[src/sv/acc_pkg.sv]
// ----------------------------------------------------------------------------
// acc_pkg: shared types and constants of the anchored calendar clock
// Status codes, divider widths and the month tables.
// ----------------------------------------------------------------------------
package acc_pkg;

   localparam int DIV_W = 32;
   localparam int DVS_W = 17;

   localparam logic [31:0] END_SEC = 32'd3155760000;
   localparam logic [41:0] END_MS  = 42'd3155760000000;
   localparam logic [31:0] GEN_MAX = 32'hFFFF_FFFF;

   typedef enum logic [2:0] {
      ST_OK    = 3'd0,
      ST_ARG   = 3'd1,
      ST_RANGE = 3'd2,
      ST_LOST  = 3'd3,
      ST_UNSET = 3'd4,
      ST_GENX  = 3'd5
   } status_type;

   typedef enum logic [1:0] {
      KIND_READ = 2'd0,
      KIND_SET  = 2'd1,
      KIND_INV  = 2'd2
   } kind_type;

   typedef enum logic [2:0] {
      DIV_125,
      DIV_86400,
      DIV_3600,
      DIV_60,
      DIV_7
   } div_sel_type;

   typedef struct packed {
      logic             go;
      logic [DIV_W-1:0] dividend;
      div_sel_type      sel;
   } div_req_type;

   function automatic logic [4:0] acc_days_in(input logic leap, input logic [3:0] month);
      logic [4:0] d;
      begin
         unique case (month)
            4'd2:                      d = leap ? 5'd29 : 5'd28;
            4'd4, 4'd6, 4'd9, 4'd11:   d = 5'd30;
            default:                   d = 5'd31;
         endcase
         return d;
      end
   endfunction

   function automatic logic [8:0] acc_month_start(input logic leap, input logic [3:0] month);
      logic [8:0] d;
      begin
         unique case (month)
            4'd1:    d = 9'd0;
            4'd2:    d = 9'd31;
            4'd3:    d = 9'd59;
            4'd4:    d = 9'd90;
            4'd5:    d = 9'd120;
            4'd6:    d = 9'd151;
            4'd7:    d = 9'd181;
            4'd8:    d = 9'd212;
            4'd9:    d = 9'd243;
            4'd10:   d = 9'd273;
            4'd11:   d = 9'd304;
            default: d = 9'd334;
         endcase
         if (leap && month > 4'd2) begin
            d = d + 9'd1;
         end
         return d;
      end
   endfunction

endpackage

[src/sv/acc_div.sv]
// ----------------------------------------------------------------------------
// acc_div: shared reciprocal divider for fixed divisors
// Multiply by a scaled reciprocal, multiply back, correct once; done pulses
// when quotient and remainder hold.
// ----------------------------------------------------------------------------
module acc_div import acc_pkg::*; (
   input  logic             clock,
   input  logic             reset,
   input  div_req_type      req,
   output logic             done,
   output logic [DIV_W-1:0] quotient,
   output logic [DVS_W-1:0] remainder
);

   localparam int R_W = DVS_W + 1;

   typedef enum logic [1:0] {
      S_IDLE, S_MUL_M, S_MUL_D, S_FIX
   } state_type;

   state_type        state_ff;
   div_sel_type      sel_ff;
   logic [DIV_W-1:0] x_ff;
   logic [DIV_W-1:0] q_ff;
   logic [R_W-1:0]   r_ff;
   logic [DIV_W-1:0] quo_ff;
   logic [DVS_W-1:0] rem_ff;
   logic             done_ff;
   logic [31:0]      magic;
   logic [DVS_W-1:0] dvs;
   logic [31:0]      mul_a;
   logic [31:0]      mul_b;
   logic [63:0]      prod;

   always_comb begin
      unique case (sel_ff)
         DIV_125: begin
            magic = 32'd34359738;
            dvs   = 17'd125;
         end
         DIV_86400: begin
            magic = 32'd49710;
            dvs   = 17'd86400;
         end
         DIV_3600: begin
            magic = 32'd1193046;
            dvs   = 17'd3600;
         end
         DIV_60: begin
            magic = 32'd71582788;
            dvs   = 17'd60;
         end
         default: begin
            magic = 32'd613566756;
            dvs   = 17'd7;
         end
      endcase
   end

   assign mul_a = (state_ff == S_MUL_M) ? x_ff : q_ff;
   assign mul_b = (state_ff == S_MUL_M) ? magic : 32'(dvs);
   assign prod  = 64'(mul_a) * 64'(mul_b);

   always_ff @(posedge clock) begin
      if (reset) begin
         state_ff <= S_IDLE;
         done_ff  <= 1'b0;
      end else begin
         done_ff <= (state_ff == S_FIX);
         unique case (state_ff)
            S_IDLE: begin
               if (req.go) begin
                  x_ff     <= req.dividend;
                  sel_ff   <= req.sel;
                  state_ff <= S_MUL_M;
               end
            end
            S_MUL_M: begin
               q_ff     <= prod[63:32];
               state_ff <= S_MUL_D;
            end
            S_MUL_D: begin
               r_ff     <= R_W'(x_ff - prod[DIV_W-1:0]);
               state_ff <= S_FIX;
            end
            default: begin
               if (r_ff >= {1'b0, dvs}) begin
                  quo_ff <= q_ff + DIV_W'(1);
                  rem_ff <= DVS_W'(r_ff - {1'b0, dvs});
               end else begin
                  quo_ff <= q_ff;
                  rem_ff <= r_ff[DVS_W-1:0];
               end
               state_ff <= S_IDLE;
            end
         endcase
      end
   end

   assign done      = done_ff;
   assign quotient  = quo_ff;
   assign remainder = rem_ff;

endmodule

[src/sv/anchored_calendar_clock.sv]
// ----------------------------------------------------------------------------
// anchored_calendar_clock: wall clock anchored to a millisecond source
// Set, read and invalidate events on a calendar valid from 2000 to 2099.
// ----------------------------------------------------------------------------
// Usage:
//   The req_ channel carries one event per transfer: read, set from date or
//   invalidate source. Each event yields exactly one transfer on rsp_.
//   Invalidate, unknown kinds, rejected sets and reads of a clock that is not
//   ok answer from idle; a backwards source answers from S_RD_CHECK, passing
//   2100 from S_RD_RANGE. A valid set runs S_SET_DAYS then S_SET_SECS.
//   A read runs six passes of a shared reciprocal divider (milliseconds in
//   two halves, day, hour, minute, weekday), then walks years and months one
//   per cycle.
//   One event is in flight at a time; req_ready is low while an event is at
//   work or its result waits on rsp_ for rsp_ready.
//   Reset leaves the clock unset with generation zero and no result pending.
//   A stalled result holds its payload until taken.
// ----------------------------------------------------------------------------
module anchored_calendar_clock import acc_pkg::*; (
   input  logic        clock,
   input  logic        reset,
   input  logic        req_valid,
   output logic        req_ready,
   input  logic [1:0]  req_kind,
   input  logic [63:0] req_source_ms,
   input  logic [15:0] req_in_year,
   input  logic [7:0]  req_in_month,
   input  logic [7:0]  req_in_day,
   input  logic [7:0]  req_in_hour,
   input  logic [7:0]  req_in_minute,
   input  logic [7:0]  req_in_second,
   output logic        rsp_valid,
   input  logic        rsp_ready,
   output logic [2:0]  rsp_status,
   output logic [11:0] rsp_out_year,
   output logic [3:0]  rsp_out_month,
   output logic [4:0]  rsp_out_day,
   output logic [4:0]  rsp_out_hour,
   output logic [5:0]  rsp_out_minute,
   output logic [5:0]  rsp_out_second,
   output logic [9:0]  rsp_millisecond,
   output logic [2:0]  rsp_weekday,
   output logic [31:0] rsp_out_generation
);

   typedef enum logic [3:0] {
      S_IDLE, S_SET_DAYS, S_SET_SECS, S_RD_CHECK, S_RD_RANGE,
      S_DIV_MSH, S_DIV_MSL, S_DIV_DAY, S_DIV_HOUR, S_DIV_MIN, S_DIV_WEEK,
      S_YEAR, S_MONTH
   } state_type;

   state_type   state_ff;
   status_type  status_ff;
   logic [31:0] gen_ff;
   logic [63:0] anchor_src_ff;
   logic [63:0] last_src_ff;
   logic [31:0] anchor_sec_ff;

   logic [63:0] src_ff;
   logic [6:0]  yo_ff;
   logic [3:0]  mo_ff;
   logic [4:0]  d_ff;
   logic [4:0]  h_ff;
   logic [5:0]  mi_ff;
   logic [5:0]  s_ff;
   logic [63:0] elapsed_ff;
   logic [41:0] local_ff;
   logic [11:0] secs_hi_ff;
   logic [15:0] days_ff;
   logic [9:0]  msec_ff;
   logic [4:0]  hour_ff;
   logic [5:0]  min_ff;
   logic [5:0]  sec_ff;
   logic [2:0]  wday_ff;
   logic [6:0]  yidx_ff;
   logic [3:0]  mon_ff;

   logic        rsp_valid_ff;
   status_type  rsp_status_ff;
   logic [11:0] rsp_year_ff;
   logic [3:0]  rsp_month_ff;
   logic [4:0]  rsp_day_ff;
   logic [4:0]  rsp_hour_ff;
   logic [5:0]  rsp_min_ff;
   logic [5:0]  rsp_sec_ff;
   logic [9:0]  rsp_ms_ff;
   logic [2:0]  rsp_wday_ff;
   logic [31:0] rsp_gen_ff;

   div_req_type      div_req_ff;
   div_req_type      div_req_in;
   logic             div_done;
   logic [DIV_W-1:0] div_quo;
   logic [DVS_W-1:0] div_rem;

   logic        accept;
   logic        arg_ok;
   logic        gen_bump;
   logic        range_err;
   logic [41:0] local_sum;
   logic [7:0]  yq;
   logic [15:0] set_days;
   logic [31:0] set_secs;
   logic [8:0]  yspan;
   logic [4:0]  mspan;
   logic        year_end;
   logic        month_end;
   logic        post_en;
   logic        post_full;
   status_type  post_code;

   acc_div u_div (
      .clock     (clock),
      .reset     (reset),
      .req       (div_req_ff),
      .done      (div_done),
      .quotient  (div_quo),
      .remainder (div_rem)
   );

   assign req_ready = (state_ff == S_IDLE) && !rsp_valid_ff;
   assign accept    = req_valid && req_ready;

   assign arg_ok = (req_in_year >= 16'd2000) && (req_in_year <= 16'd2099) &&
                   (req_in_month >= 8'd1) && (req_in_month <= 8'd12) &&
                   (req_in_day >= 8'd1) && (req_in_hour <= 8'd23) &&
                   (req_in_minute <= 8'd59) && (req_in_second <= 8'd59) &&
                   (req_in_day <= {3'b0, acc_days_in(req_in_year[1:0] == 2'b00,
                                                     req_in_month[3:0])});

   assign gen_bump  = (status_ff == ST_OK) && (gen_ff != GEN_MAX);
   assign range_err = (anchor_sec_ff > END_SEC) ||
                      (elapsed_ff >= {22'b0, END_MS - local_ff});
   assign local_sum = local_ff + elapsed_ff[41:0];

   assign yq       = 8'({1'b0, yo_ff} + 8'd3) >> 2;
   assign set_days = 16'(yo_ff) * 16'd365 + 16'(yq) +
                     16'(acc_month_start(yo_ff[1:0] == 2'b00, mo_ff)) + 16'(d_ff) - 16'd1;
   assign set_secs = 32'(days_ff) * 32'd86400 + 32'(h_ff) * 32'd3600 +
                     32'(mi_ff) * 32'd60 + 32'(s_ff);

   assign yspan     = (yidx_ff[1:0] == 2'b00) ? 9'd366 : 9'd365;
   assign mspan     = acc_days_in(yidx_ff[1:0] == 2'b00, mon_ff);
   assign year_end  = (yidx_ff == 7'd99) || (days_ff < 16'(yspan));
   assign month_end = (mon_ff == 4'd12) || (days_ff < 16'(mspan));

   always_comb begin
      post_en   = 1'b0;
      post_full = 1'b0;
      post_code = ST_OK;
      unique case (state_ff)
         S_IDLE: begin
            if (accept) begin
               post_en = 1'b1;
               priority case (req_kind)
                  KIND_READ: begin
                     post_en   = (status_ff != ST_OK);
                     post_code = status_ff;
                  end
                  KIND_SET: begin
                     post_en = !arg_ok || (gen_ff == GEN_MAX);
                     post_code = !arg_ok ? ST_ARG : ST_GENX;
                  end
                  KIND_INV: post_code = ST_OK;
                  default:  post_code = ST_ARG;
               endcase
            end
         end
         S_SET_SECS: post_en = 1'b1;
         S_RD_CHECK: begin
            post_en   = (src_ff < last_src_ff);
            post_code = ST_LOST;
         end
         S_RD_RANGE: begin
            post_en   = range_err;
            post_code = ST_RANGE;
         end
         S_MONTH: begin
            post_en   = month_end;
            post_full = 1'b1;
         end
         default: post_en = 1'b0;
      endcase
   end

   always_comb begin
      div_req_in = '0;
      unique case (state_ff)
         S_RD_RANGE: begin
            if (!range_err) begin
               div_req_in = '{go: 1'b1, dividend: DIV_W'(local_sum[41:23]), sel: DIV_125};
            end
         end
         S_DIV_MSH: begin
            if (div_done) begin
               div_req_in = '{go: 1'b1, dividend: DIV_W'({div_rem[6:0], local_ff[22:3]}),
                              sel: DIV_125};
            end
         end
         S_DIV_MSL: begin
            if (div_done) begin
               div_req_in = '{go: 1'b1, dividend: {secs_hi_ff, div_quo[19:0]},
                              sel: DIV_86400};
            end
         end
         S_DIV_DAY: begin
            if (div_done) begin
               div_req_in = '{go: 1'b1, dividend: DIV_W'(div_rem), sel: DIV_3600};
            end
         end
         S_DIV_HOUR: begin
            if (div_done) begin
               div_req_in = '{go: 1'b1, dividend: DIV_W'(div_rem), sel: DIV_60};
            end
         end
         S_DIV_MIN: begin
            if (div_done) begin
               div_req_in = '{go: 1'b1, dividend: DIV_W'(days_ff) + DIV_W'(5), sel: DIV_7};
            end
         end
         default: div_req_in = '0;
      endcase
   end

   always_ff @(posedge clock) begin
      if (reset) begin
         state_ff      <= S_IDLE;
         status_ff     <= ST_UNSET;
         gen_ff        <= '0;
         anchor_src_ff <= '0;
         last_src_ff   <= '0;
         anchor_sec_ff <= '0;
         rsp_valid_ff  <= 1'b0;
         div_req_ff    <= '0;
      end else begin
         div_req_ff <= div_req_in;
         if (rsp_valid_ff && rsp_ready) begin
            rsp_valid_ff <= 1'b0;
         end
         if (post_en) begin
            rsp_valid_ff  <= 1'b1;
            rsp_status_ff <= post_code;
            rsp_year_ff   <= post_full ? 12'd2000 + 12'(yidx_ff) : '0;
            rsp_month_ff  <= post_full ? mon_ff : '0;
            rsp_day_ff    <= post_full ? 5'(days_ff) + 5'd1 : '0;
            rsp_hour_ff   <= post_full ? hour_ff : '0;
            rsp_min_ff    <= post_full ? min_ff : '0;
            rsp_sec_ff    <= post_full ? sec_ff : '0;
            rsp_ms_ff     <= post_full ? msec_ff : '0;
            rsp_wday_ff   <= post_full ? wday_ff : '0;
            rsp_gen_ff    <= post_full ? gen_ff : '0;
         end
         unique case (state_ff)
            S_IDLE: begin
               if (accept) begin
                  src_ff <= req_source_ms;
                  yo_ff  <= 7'(req_in_year - 16'd2000);
                  mo_ff  <= req_in_month[3:0];
                  d_ff   <= req_in_day[4:0];
                  h_ff   <= req_in_hour[4:0];
                  mi_ff  <= req_in_minute[5:0];
                  s_ff   <= req_in_second[5:0];
                  priority case (req_kind)
                     KIND_READ: begin
                        if (status_ff == ST_OK) begin
                           state_ff <= S_RD_CHECK;
                        end
                     end
                     KIND_SET: begin
                        if (arg_ok && (gen_ff != GEN_MAX)) begin
                           state_ff <= S_SET_DAYS;
                        end
                     end
                     KIND_INV: begin
                        if (gen_bump) begin
                           gen_ff <= gen_ff + 32'd1;
                        end
                        status_ff <= ST_LOST;
                     end
                     default: state_ff <= S_IDLE;
                  endcase
               end
            end
            S_SET_DAYS: begin
               days_ff  <= set_days;
               state_ff <= S_SET_SECS;
            end
            S_SET_SECS: begin
               anchor_sec_ff <= set_secs;
               anchor_src_ff <= src_ff;
               last_src_ff   <= src_ff;
               gen_ff        <= gen_ff + 32'd1;
               status_ff     <= ST_OK;
               state_ff      <= S_IDLE;
            end
            S_RD_CHECK: begin
               if (src_ff < last_src_ff) begin
                  if (gen_bump) begin
                     gen_ff <= gen_ff + 32'd1;
                  end
                  status_ff <= ST_LOST;
                  state_ff  <= S_IDLE;
               end else begin
                  elapsed_ff <= src_ff - anchor_src_ff;
                  local_ff   <= 42'(anchor_sec_ff) * 42'd1000;
                  state_ff   <= S_RD_RANGE;
               end
            end
            S_RD_RANGE: begin
               if (range_err) begin
                  if (gen_bump) begin
                     gen_ff <= gen_ff + 32'd1;
                  end
                  status_ff <= ST_RANGE;
                  state_ff  <= S_IDLE;
               end else begin
                  local_ff <= local_sum;
                  state_ff <= S_DIV_MSH;
               end
            end
            S_DIV_MSH: begin
               if (div_done) begin
                  secs_hi_ff <= div_quo[11:0];
                  state_ff   <= S_DIV_MSL;
               end
            end
            S_DIV_MSL: begin
               if (div_done) begin
                  msec_ff  <= {div_rem[6:0], local_ff[2:0]};
                  state_ff <= S_DIV_DAY;
               end
            end
            S_DIV_DAY: begin
               if (div_done) begin
                  days_ff  <= div_quo[15:0];
                  state_ff <= S_DIV_HOUR;
               end
            end
            S_DIV_HOUR: begin
               if (div_done) begin
                  hour_ff  <= div_quo[4:0];
                  state_ff <= S_DIV_MIN;
               end
            end
            S_DIV_MIN: begin
               if (div_done) begin
                  min_ff   <= div_quo[5:0];
                  sec_ff   <= div_rem[5:0];
                  state_ff <= S_DIV_WEEK;
               end
            end
            S_DIV_WEEK: begin
               if (div_done) begin
                  wday_ff  <= div_rem[2:0] + 3'd1;
                  yidx_ff  <= '0;
                  state_ff <= S_YEAR;
               end
            end
            S_YEAR: begin
               if (year_end) begin
                  mon_ff   <= 4'd1;
                  state_ff <= S_MONTH;
               end else begin
                  days_ff <= days_ff - 16'(yspan);
                  yidx_ff <= yidx_ff + 7'd1;
               end
            end
            S_MONTH: begin
               if (month_end) begin
                  last_src_ff <= src_ff;
                  state_ff    <= S_IDLE;
               end else begin
                  days_ff <= days_ff - 16'(mspan);
                  mon_ff  <= mon_ff + 4'd1;
               end
            end
            default: state_ff <= S_IDLE;
         endcase
      end
   end

   assign rsp_valid          = rsp_valid_ff;
   assign rsp_status         = rsp_status_ff;
   assign rsp_out_year       = rsp_year_ff;
   assign rsp_out_month      = rsp_month_ff;
   assign rsp_out_day        = rsp_day_ff;
   assign rsp_out_hour       = rsp_hour_ff;
   assign rsp_out_minute     = rsp_min_ff;
   assign rsp_out_second     = rsp_sec_ff;
   assign rsp_millisecond    = rsp_ms_ff;
   assign rsp_weekday        = rsp_wday_ff;
   assign rsp_out_generation = rsp_gen_ff;

endmodule
[config.mk]
export PLATFORM = sky130hd
export DESIGN_NAME = anchored_calendar_clock
export DESIGN_NICKNAME = d
export VERILOG_FILES = /design/src/sv/acc_pkg.sv /design/src/sv/acc_div.sv /design/src/sv/anchored_calendar_clock.sv
export SDC_FILE = /design/constraint.sdc
export NUM_CORES = 2
export LEC_CHECK = 0
export CORE_MARGIN = 2
export CORE_UTILIZATION = 60
export CTS_CLUSTER_DIAMETER = 150
export DETAILED_ROUTE_END_ITERATION = 8
export DONT_BUFFER_PORTS = 1
export PLACE_DENSITY = 0.72
export SYNTH_ARGS = -nofsm -noshare
export SYNTH_HDL_FRONTEND = slang
export SYNTH_SLANG_ARGS = --single-unit
[constraint.sdc]
create_clock -name clock -period 13.1 [get_ports clock]
set_input_delay 3.275 -clock clock [delete_from_list [all_inputs] [get_ports clock]]
set_output_delay 3.275 -clock clock [all_outputs]
set_load 0.005 [all_outputs]
==> impl_results.md <==
* Post-placement cell count at 9878
* Ys flop type: edfxtp_1
* DR vias/cell at 5.97
* Congestion Overflow GR at 0
* Number of distinct library cells after synthesis at 105
* Final Cycle Share at 86.7%
* Routed wire length per instance at 24.6 um
* Fin. max-slew vios at 0
* CP max-delay cell: nor2_1
* Total negative slack at 0 ps
* # rows at 132
* Worst Slack Setup Final at 1750 ps
* Tmin final at 11350 ps
* # resized after CTS at 0
* Setup Buffers After CTS at 0
* Achievable frequency at 0.0881 GHz
* Ports at 214
* Worst skew pair latency at 680 ps
* Status: complete, no violations
* Worst path most repeated cell: fa_1
* Routability Congestion at 1.12
* Area Overhead vs Synth at 6.02%
* Reg clk slew, reported paths at 60 ps
* Port Buffers at 0
* Gr usage total at 37.6%
* RSZ-0062 raised after global routing: no
* Worst setup EP type: flop
* Final Hold Fails at 0
* Cell Pwr Density at 121 mW/mm2
* Worst Clk Skew at 27.4 ps
* DP HPWL at 199000 um
* Non-Filler Instances at 10000
* Final setup viols at 0
* Nets@finish at 10200
* Layout cells sized above 1 at 4.25%
* 1st-pass router iterations at 8
* Vias in the first global route at 61100
* Sequential area share after synthesis at 24.6%
* Worst setup SP type: flop
* CTS tree: done
* Worst hold path class: reg2reg
* Post-Synthesis Cell Area at 0.0781 mm2
* CP Max Fanout at 20
* First-pass GRT wire length at 372000 um
* #FFs+latches synth at 724
* Initial antenna violation count at 11
* Pleak at 38.6 nW
* Number of enable flip-flop cells after synthesis at 476
* CP Data Arrival Time at 11760 ps
* Num CTS Buffers at 76
* Root buffer cell: clkbuf_16
* Syn Area/Cell at 9.41 um2
* Synth warn at 0
* Fillers at 10800
* Die width at 365 um
* Chip height at 365 um
* H-tree depth at 3
* Largest net degree at the start of global routing at 220
* Starting Density at 60.4%
* Max_slew headroom at 14.9%
* Area of the core at 0.129 mm2
* Async SR Flop Fraction at 0%
* Max-cap violation count at 0
* Die area at 0.133 mm2
* Cells after Synth at 8300
* Final Core Density at 64.1%
* Clock Sinks at 724
* Pwr Total at 0.00999 W
* Maximum clock insertion buffer count at 3
* Routed wire length at 246000 um
* Setup CP Type: reg2reg
* Vias at 59800
* Placement Setup Slack at 2040 ps
* Initial DRC Count at 5759
* CTS Hold Bufs at 0
* Final ANT Viol Nets at 0
* Peak VDD IR at 0.218 mV
* Largest stage delay, worst path at 960 ps
* Worst-Margin Slew at 1270 ps
* Worst Hold Path Cells at 0
* DRC viols at 0
* CP required at 13510 ps
* Worst reg2reg path depth at 35
-- cells in the final DEF, fill, tap and decap left out, drive strengths merged, types with 66 or more instances in the layout --
cell and n:
buf 98, edfxtp 476, fa 908, o21ai 268
xnor2 257, nor3 74, a21o 191, xor2 133
nand2 769, inv 1422, a21oi 518, clkbuf 99
dfxtp 248, and3 104, and2 175, nand2b 90
nor2 668, nand4 66, nand3 109, ha 904
-- critical path, delay by kind of cell, from the launching register on --
| family | cells | cell delay, ps |
|---|---|---|
| adder cells (fa/ha/maj) | 9 | 4100 |
| AND/OR/NAND/NOR | 7 | 2670 |
| flip-flops | 1 | 770 |
| buffers and inverters | 8 | 1050 |
| AO/OA/AOI/OAI | 10 | 2420 |
| XOR/XNOR | 1 | 80 |
-- logic make-up after synthesis --
family                     count (synthesis)  share of synthesized area (%)
and+or+nand+nor                         2277                           13.6
adders and majority gates               1814                           37.8
buffers and inverters                   1681                           8.13
AOI/OAI and AO/OA                       1376                           11.0
DFF                                      724                           24.6
xor gates and xnor gates                 390                           4.37
muxes                                     37                          0.495
other                                      1                        0.00480
-- routing by layer --
layer | vias up | part of all wire (%) | GRT usage, %
li1 | 27100 | - | -
met1 | 29400 | 39 | 47.2
met2 | 2550 | 46 | 60.9
met3 | 738 | 8.2 | 6.93
met4 | 8 | 7.1 | 22.1
met5 | - | 0.023 | 0
-- per-stage QoR --
step | cell area [um2] | hold WS, ps
global placement | 80300 | 388
global route | 82800 | 409
finish | 82800 | 404
detailed placement | 80300 | 389
floorplan | 78100 | 386
CTS | 82800 | 402
-- sequential cells by signal, indices dropped and copies added, names as in the netlist, 17 cells and up, named ones only --
signal              flops
anchor_sec_ff          32
u_div.quotient         20
local_ff               42
elapsed_ff             64
u_div.remainder        17
last_src_ff            64
gen_ff                 32
src_ff                 64
rsp_out_generation     32
u_div.r_ff             18
anchor_src_ff          64
u_div.q_ff             30
div_req_ff             36
u_div.x_ff             32
-- final cells by class --
cell class	instances	area (um2)	area share, %
antenna	2	5.00	0.00604
clock buffer	99	2120	2.56
clock inverter	42	434	0.524
inverter	1416	5320	6.42
multi-input combinational	5898	52800	63.7
sequential	724	19300	23.2
tap	1742	2180	2.63
timing repair buffer	98	748	0.903
-- power by group --
part | switching (W) | internal, W | leakage, nW
clock | 0.000965 | 0.00128 | 1.24
combinational | 0.00294 | 0.00199 | 30.9
sequential | 0.000163 | 0.00266 | 6.42
total | 0.00406 | 0.00593 | 38.6
-- cell usage after synthesis (41+ instances only) --
cell type	count	area (um2)
o21ai_0	259	1300
edfxtp_1	476	14300
inv_1	1410	5290
a21o_1	191	1430
xor2_1	133	1160
nor3_1	71	355
a211oi_1	47	353
and3_1	104	651
dfxtp_1	248	4960
nor2b_1	54	338
nand4_1	64	400
nand2b_1	90	563
nor2_1	666	2500
o21bai_1	41	308
nand2_1	768	2880
xnor2_1	257	2250
a21oi_1	517	2590
fa_1	908	18200
and2_1	172	1080
nand3_1	107	536
ha_1	904	11300
clkbuf_1	233	875
-- worst paths after layout --
| path | to | start | slack (ps) |
|---|---|---|---|
| worst min-delay path | u_div.x_ff[21] | div_req_ff[24] | 400 |
| worst max-delay path | u_div.q_ff[26] | u_div.sel_ff[0] | 1750 |
| worst min register to register | u_div.x_ff[21] | div_req_ff[24] | 400 |
| worst max register to register | u_div.q_ff[26] | u_div.sel_ff[0] | 1750 |
Power figures use the tool's default switching activity.
